## src/rne_pkg.sv

```systemverilog
// ----------------------------------------------------------------------------
// rne_pkg
// Shared types, letter codes and the control program of the Roman numeral
// encoder.
// ----------------------------------------------------------------------------
package rne_pkg;

    localparam int unsigned VALUE_W  = 16;
    localparam int unsigned LETTER_W = 7;
    localparam int unsigned BIN_W    = 12;   // holds every legal value
    localparam int unsigned DIGIT_W  = 4;
    localparam int unsigned STEP_W   = 3;

    localparam logic [VALUE_W-1:0] MAX_VALUE = 16'd3999;

    // Reciprocal of ten: x / 10 == (x * RECIP10) >> RECIP_SH for x < 16384
    localparam logic [11:0] RECIP10  = 12'd3277;
    localparam int unsigned RECIP_SH = 15;

    localparam logic [LETTER_W-1:0] CH_NONE = 7'h00;
    localparam logic [LETTER_W-1:0] CH_I    = 7'h49;
    localparam logic [LETTER_W-1:0] CH_V    = 7'h56;
    localparam logic [LETTER_W-1:0] CH_X    = 7'h58;
    localparam logic [LETTER_W-1:0] CH_L    = 7'h4C;
    localparam logic [LETTER_W-1:0] CH_C    = 7'h43;
    localparam logic [LETTER_W-1:0] CH_D    = 7'h44;
    localparam logic [LETTER_W-1:0] CH_M    = 7'h4D;

    // Decimal positions
    localparam logic [1:0] POS_ONES  = 2'd0;
    localparam logic [1:0] POS_TENS  = 2'd1;
    localparam logic [1:0] POS_HUNDS = 2'd2;
    localparam logic [1:0] POS_THOUS = 2'd3;

    // Program addresses
    localparam logic [STEP_W-1:0] STEP_IDLE  = 3'd0;
    localparam logic [STEP_W-1:0] STEP_CHECK = 3'd1;
    localparam logic [STEP_W-1:0] STEP_DIV0  = 3'd2;
    localparam logic [STEP_W-1:0] STEP_DIV1  = 3'd3;
    localparam logic [STEP_W-1:0] STEP_DIV2  = 3'd4;
    localparam logic [STEP_W-1:0] STEP_SEL   = 3'd5;
    localparam logic [STEP_W-1:0] STEP_EMIT  = 3'd6;

    typedef enum logic [2:0] {
        OP_IDLE,     // wait for a command, capture the value
        OP_CHECK,    // emit the error result if the value is out of range
        OP_DIV,      // peel off one decimal digit
        OP_SEL,      // pick the leading nonzero digit
        OP_EMIT      // emit one letter
    } t_op;

    typedef enum logic [1:0] {
        C_NEXT,      // fall through to the next step
        C_START,     // go to the next step on a command, else hold
        C_BAD,       // jump to target on out of range, else fall through
        C_DONE       // jump to target after the final letter, else hold
    } t_cond;

    typedef struct packed {
        t_op               op;
        t_cond             cond;
        logic [STEP_W-1:0] target;
    } t_ctrl;

    typedef struct packed {
        logic [LETTER_W-1:0] letter;
        logic                digit_end;   // final letter of this digit
    } t_letter_info;

    function automatic t_ctrl ucode_rom(input logic [STEP_W-1:0] step);
        t_ctrl w;
        w = '{op: OP_IDLE, cond: C_START, target: STEP_IDLE};
        case (step)
            STEP_IDLE:  w = '{op: OP_IDLE,  cond: C_START, target: STEP_IDLE};
            STEP_CHECK: w = '{op: OP_CHECK, cond: C_BAD,   target: STEP_IDLE};
            STEP_DIV0:  w = '{op: OP_DIV,   cond: C_NEXT,  target: STEP_IDLE};
            STEP_DIV1:  w = '{op: OP_DIV,   cond: C_NEXT,  target: STEP_IDLE};
            STEP_DIV2:  w = '{op: OP_DIV,   cond: C_NEXT,  target: STEP_IDLE};
            STEP_SEL:   w = '{op: OP_SEL,   cond: C_NEXT,  target: STEP_IDLE};
            STEP_EMIT:  w = '{op: OP_EMIT,  cond: C_DONE,  target: STEP_IDLE};
            default:    w = '{op: OP_IDLE,  cond: C_START, target: STEP_IDLE};
        endcase
        return w;
    endfunction

endpackage

```

## src/rne_letter.sv

```systemverilog
// ----------------------------------------------------------------------------
// rne_letter
// Letter picker: maps a digit, its position and the letter index within
// the digit to an ASCII letter, and flags the digit's final letter.
// ----------------------------------------------------------------------------
module rne_letter
    import rne_pkg::*;
(
    input  logic [1:0]         i_pos,
    input  logic [DIGIT_W-1:0] i_digit,
    input  logic [1:0]         i_idx,
    output t_letter_info       o_info
);

    logic [LETTER_W-1:0] unit_ch;
    logic [LETTER_W-1:0] five_ch;
    logic [LETTER_W-1:0] ten_ch;
    logic [1:0]          last_idx;
    logic [1:0]          kind;   // 0 unit, 1 five, 2 ten

    always_comb begin
        case (i_pos)
            POS_ONES:  begin unit_ch = CH_I; five_ch = CH_V; ten_ch = CH_X; end
            POS_TENS:  begin unit_ch = CH_X; five_ch = CH_L; ten_ch = CH_C; end
            POS_HUNDS: begin unit_ch = CH_C; five_ch = CH_D; ten_ch = CH_M; end
            default:   begin unit_ch = CH_M; five_ch = CH_D; ten_ch = CH_M; end
        endcase
    end

    always_comb begin
        kind     = 2'd0;
        last_idx = 2'd0;
        case (i_digit)
            4'd1, 4'd2, 4'd3: begin
                kind     = 2'd0;
                last_idx = 2'(i_digit - 4'd1);
            end
            4'd4: begin
                kind     = (i_idx == 2'd0) ? 2'd0 : 2'd1;
                last_idx = 2'd1;
            end
            4'd5, 4'd6, 4'd7, 4'd8: begin
                kind     = (i_idx == 2'd0) ? 2'd1 : 2'd0;
                last_idx = 2'(i_digit - 4'd5);
            end
            4'd9: begin
                kind     = (i_idx == 2'd0) ? 2'd0 : 2'd2;
                last_idx = 2'd1;
            end
            default: begin
                kind     = 2'd0;
                last_idx = 2'd0;
            end
        endcase
    end

    always_comb begin
        case (kind)
            2'd1:    o_info.letter = five_ch;
            2'd2:    o_info.letter = ten_ch;
            default: o_info.letter = unit_ch;
        endcase
        o_info.digit_end = (i_idx == last_idx);
    end

endmodule

```

## src/roman_numeral_encoder_top.sv

```systemverilog
// ----------------------------------------------------------------------------
// roman_numeral_encoder_top
// Converts a binary integer into its Roman numeral, one ASCII letter per
// result strobe.
// ----------------------------------------------------------------------------
// A transfer starts when start is high while busy is low; i_value is taken
// at that edge. The numeral then appears one letter per cycle on o_letter,
// each marked by a single-cycle o_strobe, thousands first, with o_last on
// the final letter. The receiver cannot stall: every strobed letter must be
// taken in its cycle. A value of 0 or above 3999 yields one result with
// o_out_of_range and o_last set and o_letter zero. A numeral has 1 to 15
// letters, the most for 3888. The control program runs one step for the
// range check, three passes of the shared divide-by-ten unit to split out
// the digits, one step to find the leading digit, then the emit step once
// per letter, and each letter passes through the output register. Busy
// drops in the final letter's cycle, so a new start is accepted at the
// edge that ends that cycle.
// ----------------------------------------------------------------------------
module roman_numeral_encoder_top
    import rne_pkg::*;
(
    input  logic                i_clk,
    input  logic                i_rst_n,
    input  logic                start,
    input  logic [VALUE_W-1:0]  i_value,
    output logic                busy,
    output logic                o_strobe,
    output logic [LETTER_W-1:0] o_letter,
    output logic                o_last,
    output logic                o_out_of_range
);

    // Highest nonzero position among those set in the mask
    function automatic logic [1:0] top_pos(input logic [3:0] nz);
        logic [1:0] p;
        p = POS_ONES;
        if (nz[3])      p = POS_THOUS;
        else if (nz[2]) p = POS_HUNDS;
        else if (nz[1]) p = POS_TENS;
        return p;
    endfunction

    // Sequencer
    logic [STEP_W-1:0]  r_step, n_step;
    t_ctrl              ctrl;

    // Datapath
    logic [BIN_W-1:0]   r_val;
    logic               r_bad;
    logic [DIGIT_W-1:0] r_dig [0:3];
    logic [1:0]         r_pos;
    logic [1:0]         r_idx;

    logic [23:0]        prod;
    logic [BIN_W-1:0]   quot;
    logic [BIN_W-1:0]   quot10;
    logic [DIGIT_W-1:0] rem;
    logic [3:0]         nz;
    logic [3:0]         nz_sel;
    logic [3:0]         below;
    logic [DIGIT_W-1:0] cur_digit;
    t_letter_info       info;
    logic               final_letter;

    assign ctrl = ucode_rom(r_step);
    assign busy = (r_step != STEP_IDLE);

    // Divide by ten through the reciprocal; remainder is the next digit
    assign prod   = 24'(r_val) * 24'(RECIP10);
    assign quot   = BIN_W'(prod >> RECIP_SH);
    assign quot10 = (quot << 3) + (quot << 1);
    assign rem    = DIGIT_W'(r_val - quot10);

    // Nonzero digit flags; during selection the thousands are still in r_val
    assign nz     = {r_dig[3] != '0, r_dig[2] != '0, r_dig[1] != '0, r_dig[0] != '0};
    assign nz_sel = {r_val != '0, nz[2:0]};

    // Positions strictly below the current one
    always_comb begin
        case (r_pos)
            POS_ONES:  below = 4'b0000;
            POS_TENS:  below = 4'b0001;
            POS_HUNDS: below = 4'b0011;
            default:   below = 4'b0111;
        endcase
    end

    assign cur_digit = r_dig[r_pos];

    rne_letter u_letter (
        .i_pos   (r_pos),
        .i_digit (cur_digit),
        .i_idx   (r_idx),
        .o_info  (info)
    );

    assign final_letter = info.digit_end && ((nz & below) == 4'b0000);

    // Next step from the control word's jump condition
    always_comb begin
        case (ctrl.cond)
            C_START: n_step = start ? (r_step + 3'd1) : r_step;
            C_BAD:   n_step = r_bad ? ctrl.target : (r_step + 3'd1);
            C_DONE:  n_step = final_letter ? ctrl.target : r_step;
            default: n_step = r_step + 3'd1;
        endcase
    end

    always_ff @(posedge i_clk) begin
        if (!i_rst_n) begin
            r_step   <= STEP_IDLE;
            o_strobe <= 1'b0;
        end else begin
            r_step   <= n_step;
            o_strobe <= 1'b0;
            case (ctrl.op)
                OP_IDLE: begin
                    // Capture on transfer; flag the range now, while all bits are here
                    if (start) begin
                        r_val <= i_value[BIN_W-1:0];
                        r_bad <= (i_value == '0) || (i_value > MAX_VALUE);
                    end
                end
                OP_CHECK: begin
                    if (r_bad) begin
                        o_strobe       <= 1'b1;
                        o_letter       <= CH_NONE;
                        o_last         <= 1'b1;
                        o_out_of_range <= 1'b1;
                    end
                end
                OP_DIV: begin
                    // Shift the new digit in from the top: ones land in r_dig[0]
                    r_val    <= quot;
                    r_dig[2] <= rem;
                    r_dig[1] <= r_dig[2];
                    r_dig[0] <= r_dig[1];
                end
                OP_SEL: begin
                    r_dig[3] <= DIGIT_W'(r_val);
                    r_pos    <= top_pos(nz_sel);
                    r_idx    <= 2'd0;
                end
                OP_EMIT: begin
                    o_strobe       <= 1'b1;
                    o_letter       <= info.letter;
                    o_last         <= final_letter;
                    o_out_of_range <= 1'b0;
                    if (info.digit_end) begin
                        // Skip zero digits: jump to the next nonzero one below
                        r_pos <= top_pos(nz & below);
                        r_idx <= 2'd0;
                    end else begin
                        r_idx <= r_idx + 2'd1;
                    end
                end
                default: begin
                end
            endcase
        end
    end

    // Error result is always a lone, final, blank letter
    a_err_form: assert property (@(posedge i_clk) disable iff (!i_rst_n)
        o_strobe && o_out_of_range |-> o_last && (o_letter == CH_NONE))
        else $error("error result malformed");

    // Results only follow a busy cycle
    a_strobe_busy: assert property (@(posedge i_clk) disable iff (!i_rst_n)
        o_strobe |-> $past(busy))
        else $error("result without a pending item");

    // A transfer makes the block busy
    a_accept_busy: assert property (@(posedge i_clk) disable iff (!i_rst_n)
        start && !busy |=> busy)
        else $error("accepted item did not start");

    // Letters of a good numeral are never blank
    a_letter_set: assert property (@(posedge i_clk) disable iff (!i_rst_n)
        o_strobe && !o_out_of_range |-> o_letter != CH_NONE)
        else $error("blank letter in numeral");

    // The final letter ends the item
    a_last_idle: assert property (@(posedge i_clk) disable iff (!i_rst_n)
        o_strobe && o_last |-> !busy)
        else $error("busy after final letter");

endmodule

```

## config.mk

```make
export PLATFORM = sky130hd
export DESIGN_NAME = roman_numeral_encoder_top
export DESIGN_NICKNAME = d
export VERILOG_FILES = /design/src/rne_pkg.sv /design/src/rne_letter.sv /design/src/roman_numeral_encoder_top.sv
export SDC_FILE = /design/constraint.sdc
export NUM_CORES = 1
export LEC_CHECK = 0
export BUFFER_PORTS_ARGS = -buffer_cell sky130_fd_sc_hd__buf_2
export CELL_PAD_IN_SITES_DETAIL_PLACEMENT = 1
export CELL_PAD_IN_SITES_GLOBAL_PLACEMENT = 2
export CORE_ASPECT_RATIO = 1.25
export CORE_MARGIN = 2
export CORE_UTILIZATION = 45
export CTS_CLUSTER_SIZE = 14
export DETAILED_ROUTE_END_ITERATION = 12
export GPL_TIMING_DRIVEN = 0
export PLACE_DENSITY_LB_ADDON = 0.3
export SKIP_LAST_GASP = 1
export SLEW_MARGIN = 30
export SYNTH_ARGS = -nofsm -noshare
export SYNTH_HDL_FRONTEND = slang
export SYNTH_SLANG_ARGS = --single-unit
```

## constraint.sdc

```tcl
create_clock -name i_clk -period 8.25 [get_ports i_clk]
set_input_delay 0.4125 -clock i_clk [delete_from_list [all_inputs] [get_ports i_clk]]
set_output_delay 0.4125 -clock i_clk [all_outputs]
set_load 0.01 [all_outputs]
```

* Yosys cells after proc, flatten, opt, wreduce, memory -nomap -nowiden
Memories as Yosys holds them, arrays and structs flattened. A register that Yosys moved wholly into a read port is not among the register bits.
Cells that the tools add are included.
** Cells by class
- Add/sub/neg operators :: 6
- Multiply operators :: 1
- $lt $le $gt $ge :: 1
- Eq/ne operators :: 32
- Mux-type cells :: 44
- Bitwise gates (word level) :: 1
- Reductions and logical operators :: 27
** Operator list (count)
- $pmux 8 s4 :: 1
- $pmux 5 s2 :: 3
- $mul 12x12->24 const B :: 1
- $pmux 12 s2 :: 1
- $mux 2 :: 9
- $pmux 3 s3 :: 2
- $eq 4x3->1 const B :: 4
- $gt 16x12->1 const B :: 1
- $logic_not 16->1 :: 1
- $reduce_bool 4->1 :: 4
- $pmux 5 s3 :: 1
- $pmux 7 s2 :: 1
- $mux 1 :: 13
- $eq 3x2->1 const B :: 4
- $eq 3x3->1 const B :: 4
- $mux 12 :: 1
- $pmux 2 s3 :: 2
- $reduce_and 3->1 :: 4
- $reduce_bool 12->1 :: 1
- $ne 2x2->1 const B :: 5
- $mux 3 :: 3
- $eq 2x2->1 const B :: 4
- $eq 4x2->1 const B :: 2
- $eq 4x4->1 const B :: 2
- other kinds (25) :: 38
** Storage, ports and cells
- Register bits after elaboration :: 30
- RAM bits :: 16
- Bits of input ports :: 19
- Output and inout bits :: 11
- Word-level logic and storage cells :: 122
- Memories :: 1
** Memories
- r_dig :: words 4, bits a word 4, rd ports 5, clocked after Yosys merged registers in 1, wr ports 3, RTL line roman_numeral_encoder_top.sv:50 : logic [DIGIT_W-1:0] r_dig [0:3];

* Depth between registers and ports, before layout
Gate-level depths: netlist (run 1).
- Word-level depth :: 9
- Gate-level depth with buffers :: 22

* Cells and area by module
From an unflattened synthesis (run 1), not the netlist that was laid out.
** Second synthesis, totals
- Cells, all modules :: 530
- Area, all modules :: 5439.0 um2
** Modules (own cells, without submodules)
- roman_numeral_encoder_top :: instances 1, cells an instance 472, area each 5033.6 um2, sequential area each 1381.3 um2
- rne_letter :: instances 1, cells an instance 58, area each 405.4 um2, sequential area each 0.0 um2

* Worst setup path before layout (run 1)
No wires, ideal clock.
- Path type :: register to register
- Start point :: register r_val[3]
- End point :: memory r_dig[2][3] (data pin)
- Library setup time :: 260 ps
- Arrival :: 5040 ps
- Data required time :: 7990 ps
- Path slack :: 2950 ps
- Stages on the path, launching flop included :: 20
- Path buffers :: 0
- Clock period less this slack :: 5300 ps
- Path through :: edfxtp_1 > ha_1 > inv_1 > fa_1 > fa_1 > inv_1 > fa_1 > fa_1 > ha_1 > a211oi_1 > nand2_1 > o41ai_2 > inv_1 > a21oi_1 > xnor2_1 > ha_1 > nand2_1 > nand2_1 > xnor2_1 > xnor2_1
** RTL lines
- start, declared :: RTL line roman_numeral_encoder_top.sv:48 : logic [BIN_W-1:0] r_val;
- start signal, assigned :: RTL line roman_numeral_encoder_top.sv:120 : r_val <= i_value[BIN_W-1:0];
- start signal, assigned :: RTL line roman_numeral_encoder_top.sv:134 : r_val <= quot;
- end, declared :: RTL line roman_numeral_encoder_top.sv:50

==> results.yml, run 1 <==
logic_synthesis:
  yosysUniqueCellTypes: 55
  synth_area_per_cell_um2: 10.4
  yosysSeqAreaShare_pct: 26.2
  synth_ff_type: "edfxtp_1"
  yosysTopAreaCell: "ha_1"
  ys_ff_latch: 47
  syn_inst: 496
  synthArstFlopShare_pct: 0
  yosysWarnings: 0
  synth.area.top_cells: "ha_1, edfxtp_1, fa_1"
  yosysTopAreaCellShare_pct: 26.4
  syn-num-nets: 661
  synth_edf_count: 41
  synth_area_um2: 5160
routing:
  vias: 3647
  first_pass_iters: 4
  wire_per_inst_um: 17.2
  postRouteAntennaNets: 0
  drt_iter0_drc: 83
  drc: 0
  wirelength_um: 11500
  routed_via_density: 5.45
global_routing:
  grt_max_degree: 16
  grt_pass1_wl_um: 19400
  grt_use_total_pct: 20.0
  antenna_found_initial: 0
  overflow: 0
  grt_pass1_vias: 3999
clocking:
  cts_tree: "done"
  cts_made_buffers: 5
  htreeDepth: 2
  ctsRootBufferMaster: "clkbuf_16"
  insertion_delay_ns: 0.29
  cts_setup_buffers: 0
  holdBufCountCts: 0
  clk_pin_slew_worst_paths_ns: 0.07
  cts_resized: 0
  cts_buffer_depth: 2
  clock-sinks: 47
worst_setup_path:
  cpMostUsedCell: "inv_1"
  crit_chain: "inv_1 > ha_1 > inv_1 > fa_1 > inv_1 > fa_1 > fa_1 > inv_1 > fa_1 > inv_1 > ha_1 > a211oi_1 > nand2_1 > o41ai_2 > inv_1 > a21oi_1 > xnor2_1 > ha_1 > nand2_1 > nand2_1 > xnor2_1 > xnor2_1"
  worst_setup_path_end_kind: "flop"
  cp_max_fo: 6
  crit_required_ns: 8.28
  worstPathArrival_ns: 6.07
  start_kind: "flop"
  slowest_delay_ns: 0.57
  critPathSlowestCell: "edfxtp_1"
  reg2reg_depth: 22
  path_class: "flop to flop"
sta:
  fmax_ghz: 0.166
  slew-limit-headroom_pct: 51.7
  finalHoldViolCount: 0
  rsz0062_at_grt: "false"
  worst_pin_slew_ns: 0.723
  final.setup.tns_ns: 0
  finalCritPeriodShare_pct: 73.1
  maxSlewViolCount: 0
  setup_violations: 0
  setup_ws_ns: 2.22
  fin_crit_ns: 6.03
  clock-skew-final_ns: 0.00655
place:
  post-dp-hpwl_um: 9880
  dpl_cell_area_um2: 5500
  gp_congestion: 0.835
  pre_cts_ws_ns: 2.26
  io_buffers: 28
run:
  cap_viol_max_count: 0
cells_and_area:
  final_util_pct: 50.7
  nets: 698
  drive_gt1_share_pct: 11.0
  design_area_um2: 5640
  syn2layout_area_growth_pct: 9.33
  diodes: 0
  fill_cells: 1258
floorplan:
  initial_core_util_pct: 46.3
  num_rows: 43
  die-area_um2: 12300
  fp.dieW_um: 99.8
  die_h_um: 124
  placeableCoreArea_um2: 11100
  io_pins: 30
status:
  status: "finished clean"
worst_hold_path:
  min_path_cells: 3
  hold_class: "input port to flop"
==> kinds of logic after synthesis <==
group	synth area share, %
AO/OA/AOI/OAI	9.14
other	0.0727
adder cells (fa/ha/maj)	40.8
multiplexers	2.88
buffers and inverters	7.78
AND/OR/NAND/NOR	9.96
XOR/XNOR	3.20
flip-flops	26.2
==> metrics by stage <==
step                      cells  hold WS, ns
after global routing        669        0.443
after global placement      659        0.461
after detailed placement    661        0.470
final                       669        0.416
after CTS                   669        0.418
after floorplan             496        0.442
==> critical path, delay by kind of cell, from the launching register on <==
| kind | cells | cell delay, ns |
|---|---|---|
| buffers and inverters | 6 | 0.44 |
| AND/OR/NAND/NOR | 3 | 0.27 |
| flip-flops | 1 | 0.57 |
| adder cells (fa/ha/maj) | 7 | 3.06 |
| XOR/XNOR | 3 | 0.55 |
| AO/OA/AOI/OAI | 3 | 0.91 |
==> state kept, by name (all words and copies together) (netlist names), 2 cells and up, named ones only <==
register	flops
r_pos	2
r_dig	16
r_idx	2
o_letter	6
r_step	3
r_val	12
==> metal layers <==
layer,GRT usage (%),vias to the layer above,part of all wire [%],routed length [µm]
met3,2.47,18,1.9,214
met2,39.4,31,56,6440
met5,0,-,0,0
met4,4.62,0,1.6,184
li1,-,1778,-,-
met1,22.8,1820,40,4650
==> cell usage in the layout, fill, tap and decap left out, types with 3 or more instances in the layout <==
cell type	n
a21o_1	4
a21oi_1	19
a31oi_1	5
and2_1	6
and3_1	5
buf_2	28
clkbuf_1	6
clkbuf_16	5
dfxtp_1	6
edfxtp_1	41
fa_1	37
ha_1	109
inv_1	96
mux4_2	3
nand2_1	28
nand3_1	6
nand4_1	4
nor2_1	16
nor3_1	9
nor4_1	7
o211ai_1	3
o21ai_0	20
o21ai_1	6
xnor2_1	10
xor2_1	7
==> synth_stat cells, types with 2 or more instances <==
library cell,instances
a211oi_1,2
a21o_1,4
a21oi_1,19
a311oi_1,2
a31oi_1,5
and2_1,6
and3_1,5
clkbuf_1,6
dfxtp_1,6
edfxtp_1,41
fa_1,37
ha_1,109
inv_1,96
mux2_1,2
mux2_2,2
mux4_2,3
nand2_1,28
nand3_1,6
nand4_1,4
nand4b_1,2
nor2_1,16
nor2b_1,2
nor3_1,11
nor4_1,7
o211ai_1,3
o21ai_0,20
o21ai_1,6
o21bai_1,2
or2_2,2
or4bb_1,2
xnor2_1,10
xor2_1,7
==> area by class of cell <==
cell class | count | area [µm²] | share of cell area, %
multi-input cells | 345 | 3420 | 60.6
flip-flops and latches | 47 | 1350 | 23.9
inverters | 96 | 360 | 6.39
well taps | 135 | 169 | 2.99
repair buffers | 30 | 159 | 2.82
clock buffers | 5 | 125 | 2.22
plain buffers | 8 | 41.3 | 0.732
clock inverters | 3 | 18.8 | 0.333
==> worst paths after layout <==
path / end / from / slack [ns]
max: r_dig[2][3] / r_val[7] / 2.22
min reg2reg: r_dig[0][0] / r_dig[1][0] / 0.49
max reg2reg: r_dig[2][3] / r_val[7] / 2.22
min: r_val[4] / i_value[4] / 0.42
Power of run 1 is left out: the tool's default activity adds up to more than one toggle a clock period on the data nets, which glitch-free logic cannot reach.
==> run 2: changes to the inputs <==
--- a/config.mk
+++ b/config.mk
@@ -10,7 +10,7 @@
 export CELL_PAD_IN_SITES_GLOBAL_PLACEMENT = 2
 export CORE_ASPECT_RATIO = 1.25
 export CORE_MARGIN = 2
-export CORE_UTILIZATION = 45
+export CORE_UTILIZATION = 38
 export CTS_CLUSTER_SIZE = 14
 export DETAILED_ROUTE_END_ITERATION = 12
 export GPL_TIMING_DRIVEN = 0
==> constraint.sdc (replaced) <==
create_clock -name i_clk -period 5.55 [get_ports i_clk]
set_input_delay 0.2775 -clock i_clk [delete_from_list [all_inputs] [get_ports i_clk]]
set_output_delay 0.2775 -clock i_clk [all_outputs]
set_load 0.01 [all_outputs]
==> results.yml, run 2 (synthesis gave the netlist of run 1 again) <==
worst_hold_path:
  min_path_cells: 3
  holdCritStartpoint: "i_value[4]"
  hold_class: "input port to flop"
  hold_path_end: "r_val[4]"
routing:
  top_layer_used: "met4"
  first_pass_iters: 4
  routed_via_density: 5.14
  route.met3.wl_um: 166
  drc: 0
  wire_per_inst_um: 16.8
  postRouteAntennaNets: 0
  drt_iter0_drc: 91
  wirelength_um: 12200
  wl_met1_um: 4990
  wl_met2_um: 6940
  vias: 3732
cells_and_area:
  syn2layout_area_growth_pct: 15.6
  reg.largest.list: "r_dig (16), r_val (12), o_letter (6)"
  final_common_cell: "ha_1"
  largest_register_ffs: 16
  drive_gt1_share_pct: 16.6
  design_area_um2: 5970
  nets: 719
  diodes: 0
  final_cell_mix: "ha_1, inv_1, edfxtp_1"
  regMostFlops: "r_dig"
worst_setup_path:
  cp_max_fo: 4
  slowest_delay_ns: 0.56
  timing.rr.start: "r_val[3]"
  path_class: "flop to flop"
  critPathSlowestCell: "fa_1"
  reg2reg_to: "r_dig[2][3]"
  crit_required_ns: 5.59
  worstPathArrival_ns: 5.47
  reg2reg_depth: 20
  start_kind: "flop"
  crit_chain: "buf_4 > ha_4 > inv_1 > fa_1 > fa_1 > inv_1 > fa_1 > fa_1 > ha_4 > a211oi_2 > nand2_2 > o41ai_4 > inv_1 > a21oi_2 > xnor2_2 > ha_1 > nand2_1 > nand2_1 > xnor2_2 > xnor2_1"
  cpMostUsedCell: "fa_1"
  r2r_slack_ns: 0.11
  worst_setup_path_end_kind: "flop"
global_routing:
  overflow: 0
  antenna_found_initial: 0
  grt_max_degree: 17
  grt_pass1_wl_um: 20000
  grt_pass1_vias: 4062
  grt_use_total_pct: 17.6
floorplan:
  fp.dieW_um: 108
  initial_core_util_pct: 39.0
  io_pins: 30
  die-area_um2: 14500
  die_h_um: 134
  num_rows: 47
  placeableCoreArea_um2: 13200
clocking:
  clk_pin_slew_worst_paths_ns: 0.06
  ctsRootBufferMaster: "clkbuf_16"
  clock-sinks: 47
  htreeDepth: 2
  cts_buffer_depth: 2
  cts_made_buffers: 5
  insertion_delay_ns: 0.30
  cts_tree: "done"
sta:
  maxSlewViolCount: 0
  finalCritPeriodShare_pct: 98.0
  finalHoldViolCount: 0
  fin_crit_ns: 5.44
  slew-limit-headroom_pct: 49.2
  worst_pin_slew_ns: 0.760
  clock-skew-final_ns: 0.0137
  setup_violations: 0
  fmax_ghz: 0.184
place:
  io_buffers: 28
  gp_congestion: 0.813
  dpl_cell_area_um2: 5540
  post-dp-hpwl_um: 10000
status:
  status: "finished clean"
run:
  cap_viol_max_count: 0
[run 2: changes by cell type in the layout (fill, tap and decap cells not counted), sizes merged]
cell / delta
clkinvlp: +1
buf: +21
bufinv: +1
clkinv: -2
[run 2: worst max path at each step]
stage / end / slack, ns / startpoint / cells past startpoint
after floorplan: r_dig[2][3] / 0.25 / r_val[3] / 19
after global placement: r_dig[2][3] / -0.37 / r_val[7] / 22
after detailed placement: r_dig[2][3] / -0.47 / r_val[6] / 22
after CTS: r_dig[2][3] / 0.01 / r_val[7] / 22
after global routing: r_dig[2][3] / -0.08 / r_val[5] / 22
final: r_dig[2][3] / 0.11 / r_val[3] / 20
[run 2: cell type report]
class | instances | area [µm²]
Inverter | 96 | 360
Buffer | 8 | 41.3
Multi-Input combinational cell | 345 | 3510
Timing Repair Buffer | 51 | 317
Clock inverter | 3 | 46.3
Fill cell | 1506 | 7260
Tap cell | 171 | 214
Sequential cell | 47 | 1350
Clock buffer | 5 | 125
[run 2: through the flow]
step / instances / hold WS, ns / setup TNS [ns] / setup WS [ns] / util, %
after detailed placement: 697 / 0.468 / -0.616 / -0.469 / 41.9
after floorplan: 496 / 0.419 / 0 / 0.250 / -
final: 726 / 0.288 / 0 / 0.111 / 45.1
after global routing: 726 / 0.300 / -0.0757 / -0.0757 / 45.1
after CTS: 716 / 0.287 / 0 / 0.00998 / 44.0
after global placement: 695 / 0.463 / -0.447 / -0.365 / 41.7
[run 2: routing by layer]
layer / global-route usage, % / vias up
met3: 1.99 / 7
met1: 20.2 / 1872
met4: 2.99 / 0
li1: - / 1821
met5: 0 / -
met2: 34.8 / 32
[run 2: worst max-delay path: cells and delay by family, from the launching register on]
kind / cells / cell delay [ns]
XOR/XNOR: 3 / 0.47
AO/OA/AOI/OAI: 3 / 0.70
adder cells (fa/ha/maj): 7 / 2.91
buffers and inverters: 4 / 0.39
AND/OR/NAND/NOR: 3 / 0.26
flip-flops: 1 / 0.43
[run 2: repair_timing]
action | in CTS | in global routing
buffers inserted | 11 | 10
endpoints found under the setup margin | 2 | 2
pin swaps | 1 | 10
resized for setup | 4 | 9
hold buffers | 0 | 0
Power of run 2 is left out for the same reason.
==> run 3: changes to the inputs <==
--- a/config.mk
+++ b/config.mk
@@ -6,11 +6,9 @@
 export NUM_CORES = 1
 export LEC_CHECK = 0
 export BUFFER_PORTS_ARGS = -buffer_cell sky130_fd_sc_hd__buf_2
-export CELL_PAD_IN_SITES_DETAIL_PLACEMENT = 1
-export CELL_PAD_IN_SITES_GLOBAL_PLACEMENT = 2
 export CORE_ASPECT_RATIO = 1.25
 export CORE_MARGIN = 2
-export CORE_UTILIZATION = 38
+export CORE_UTILIZATION = 45
 export CTS_CLUSTER_SIZE = 14
 export DETAILED_ROUTE_END_ITERATION = 12
 export GPL_TIMING_DRIVEN = 0
==> results.yml, run 3 (synthesis gave the netlist of run 1 again) <==
worst_setup_path:
  slowest_delay_ns: 0.53
  r2r_slack_ns: 0.14
  path_class: "flop to flop"
  cp_max_fo: 4
  cpMostUsedCell: "inv_1"
  reg2reg_to: "r_dig[2][3]"
  worst_setup_path_end_kind: "flop"
  reg2reg_depth: 23
  crit_chain: "buf_4 > inv_1 > ha_4 > ha_1 > inv_1 > fa_1 > inv_1 > fa_1 > inv_1 > fa_1 > inv_1 > ha_1 > nand4_1 > nor2_2 > o41ai_4 > inv_1 > a21oi_2 > xnor2_2 > ha_1 > nand2_1 > nand2_1 > xnor2_2 > xnor2_1"
  crit_required_ns: 5.59
  critPathSlowestCell: "fa_1"
  timing.rr.start: "r_val[1]"
  start_kind: "flop"
  worstPathArrival_ns: 5.44
sta:
  slew-limit-headroom_pct: 50.3
  fin_crit_ns: 5.41
  final.setup.tns_ns: 0
  fmax_ghz: 0.185
  finalHoldViolCount: 0
  hold_slack_ns: 0.299
  worst_pin_slew_ns: 0.744
  setup_violations: 0
  clock-skew-final_ns: 0.00392
  maxSlewViolCount: 0
  finalCritPeriodShare_pct: 97.5
  setup_ws_ns: 0.141
clocking:
  cts_tree: "done"
  cts_buffer_depth: 2
  ctsRootBufferMaster: "clkbuf_16"
  clk_pin_slew_worst_paths_ns: 0.06
  insertion_delay_ns: 0.28
  cts_made_buffers: 5
  clock-sinks: 47
  htreeDepth: 2
  holdBufCountCts: 0
global_routing:
  grt_max_degree: 15
  grt_pass1_vias: 3769
  overflow: 0
  grt_use_total_pct: 18.0
  grt_pass1_wl_um: 17500
  antenna_found_initial: 0
routing:
  routed_via_density: 5.35
  vias: 3694
  postRouteAntennaNets: 0
  first_pass_iters: 4
  drc: 0
  wirelength_um: 10600
  wire_per_inst_um: 15.4
  drt_iter0_drc: 164
cells_and_area:
  drive_gt1_share_pct: 17.3
  nets: 721
  final_cell_mix: "ha_1, inv_1, edfxtp_1"
  reg.largest.list: "r_dig (16), r_val (12), o_letter (6)"
  syn2layout_area_growth_pct: 15.0
  final_common_cell: "ha_1"
  largest_register_ffs: 16
  diodes: 0
  final_util_pct: 53.3
  regMostFlops: "r_dig"
place:
  pre_cts_ws_ns: -0.410
  gp_congestion: 0.824
  io_buffers: 28
  post-dp-hpwl_um: 8850
floorplan:
  num_rows: 43
  initial_core_util_pct: 46.3
  placeableCoreArea_um2: 11100
  io_pins: 30
  die_h_um: 124
  die-area_um2: 12300
  fp.dieW_um: 99.8
status:
  status: "finished clean"
run:
  cap_viol_max_count: 0
worst_hold_path:
  hold_class: "input port to flop"
  holdCritStartpoint: "i_value[11]"
  hold_path_end: "r_val[11]"
  min_path_cells: 2
## run 3: changes by cell type in the layout (fill, tap and decap cells not counted), sizes merged
| cell | delta |
|---|---|
| buf | +2 |
| clkinv | +2 |
| clkinvlp | -1 |
| inv | -1 |
| bufinv | -1 |
## run 3: critical path, delay by kind of cell, from the launching register on
family | cells | cell delay, ns
adder cells (fa/ha/maj) | 7 | 2.67
AO/OA/AOI/OAI | 2 | 0.53
XOR/XNOR | 3 | 0.48
flip-flops | 1 | 0.46
buffers and inverters | 7 | 0.56
AND/OR/NAND/NOR | 4 | 0.45
## run 3: worst max path at each step
stage	endpoint	start	slack (ns)	cells past startpoint
3_5_place_dp	r_dig[2][3]	r_val[7]	-0.41	22
2_1_floorplan	r_dig[2][3]	r_val[3]	0.25	19
6_report	r_dig[2][3]	r_val[1]	0.14	23
4_1_cts	r_dig[2][3]	r_val[7]	0.05	22
5_1_grt	r_dig[2][3]	r_val[7]	-0.04	22
3_3_place_gp	r_dig[2][3]	r_val[7]	-0.31	22
## run 3: repair_timing
item | in CTS | in global routing
pin swaps | 2 | 12
setup endpoints to repair | 2 | 1
gates resized for setup | 4 | 14
buffers inserted | 13 | 10
## run 3: cell type report
type,instances,area (µm²)
flip-flops and latches,47,1350
fillers,953,5200
multi-input cells,345,3540
repair buffers,53,332
plain buffers,8,41.3
well taps,135,169
clock inverters,2,13.8
clock buffers,5,125
inverters,96,360
## run 3: per-layer routing
layer	GRT usage, %	wire length, µm	vias up
met5	0	0	-
met4	5.05	179	0
met3	2.13	187	16
met2	34.2	5930	52
met1	21.2	4340	1795
li1	-	-	1831
## run 3: through the flow
stage	area, µm²	std cells
2_1_floorplan	5160	496
3_3_place_gp	5470	659
3_5_place_dp	5500	661
4_1_cts	5760	681
5_1_grt	5940	691
6_report	5940	691
Power of run 3 is left out for the same reason.
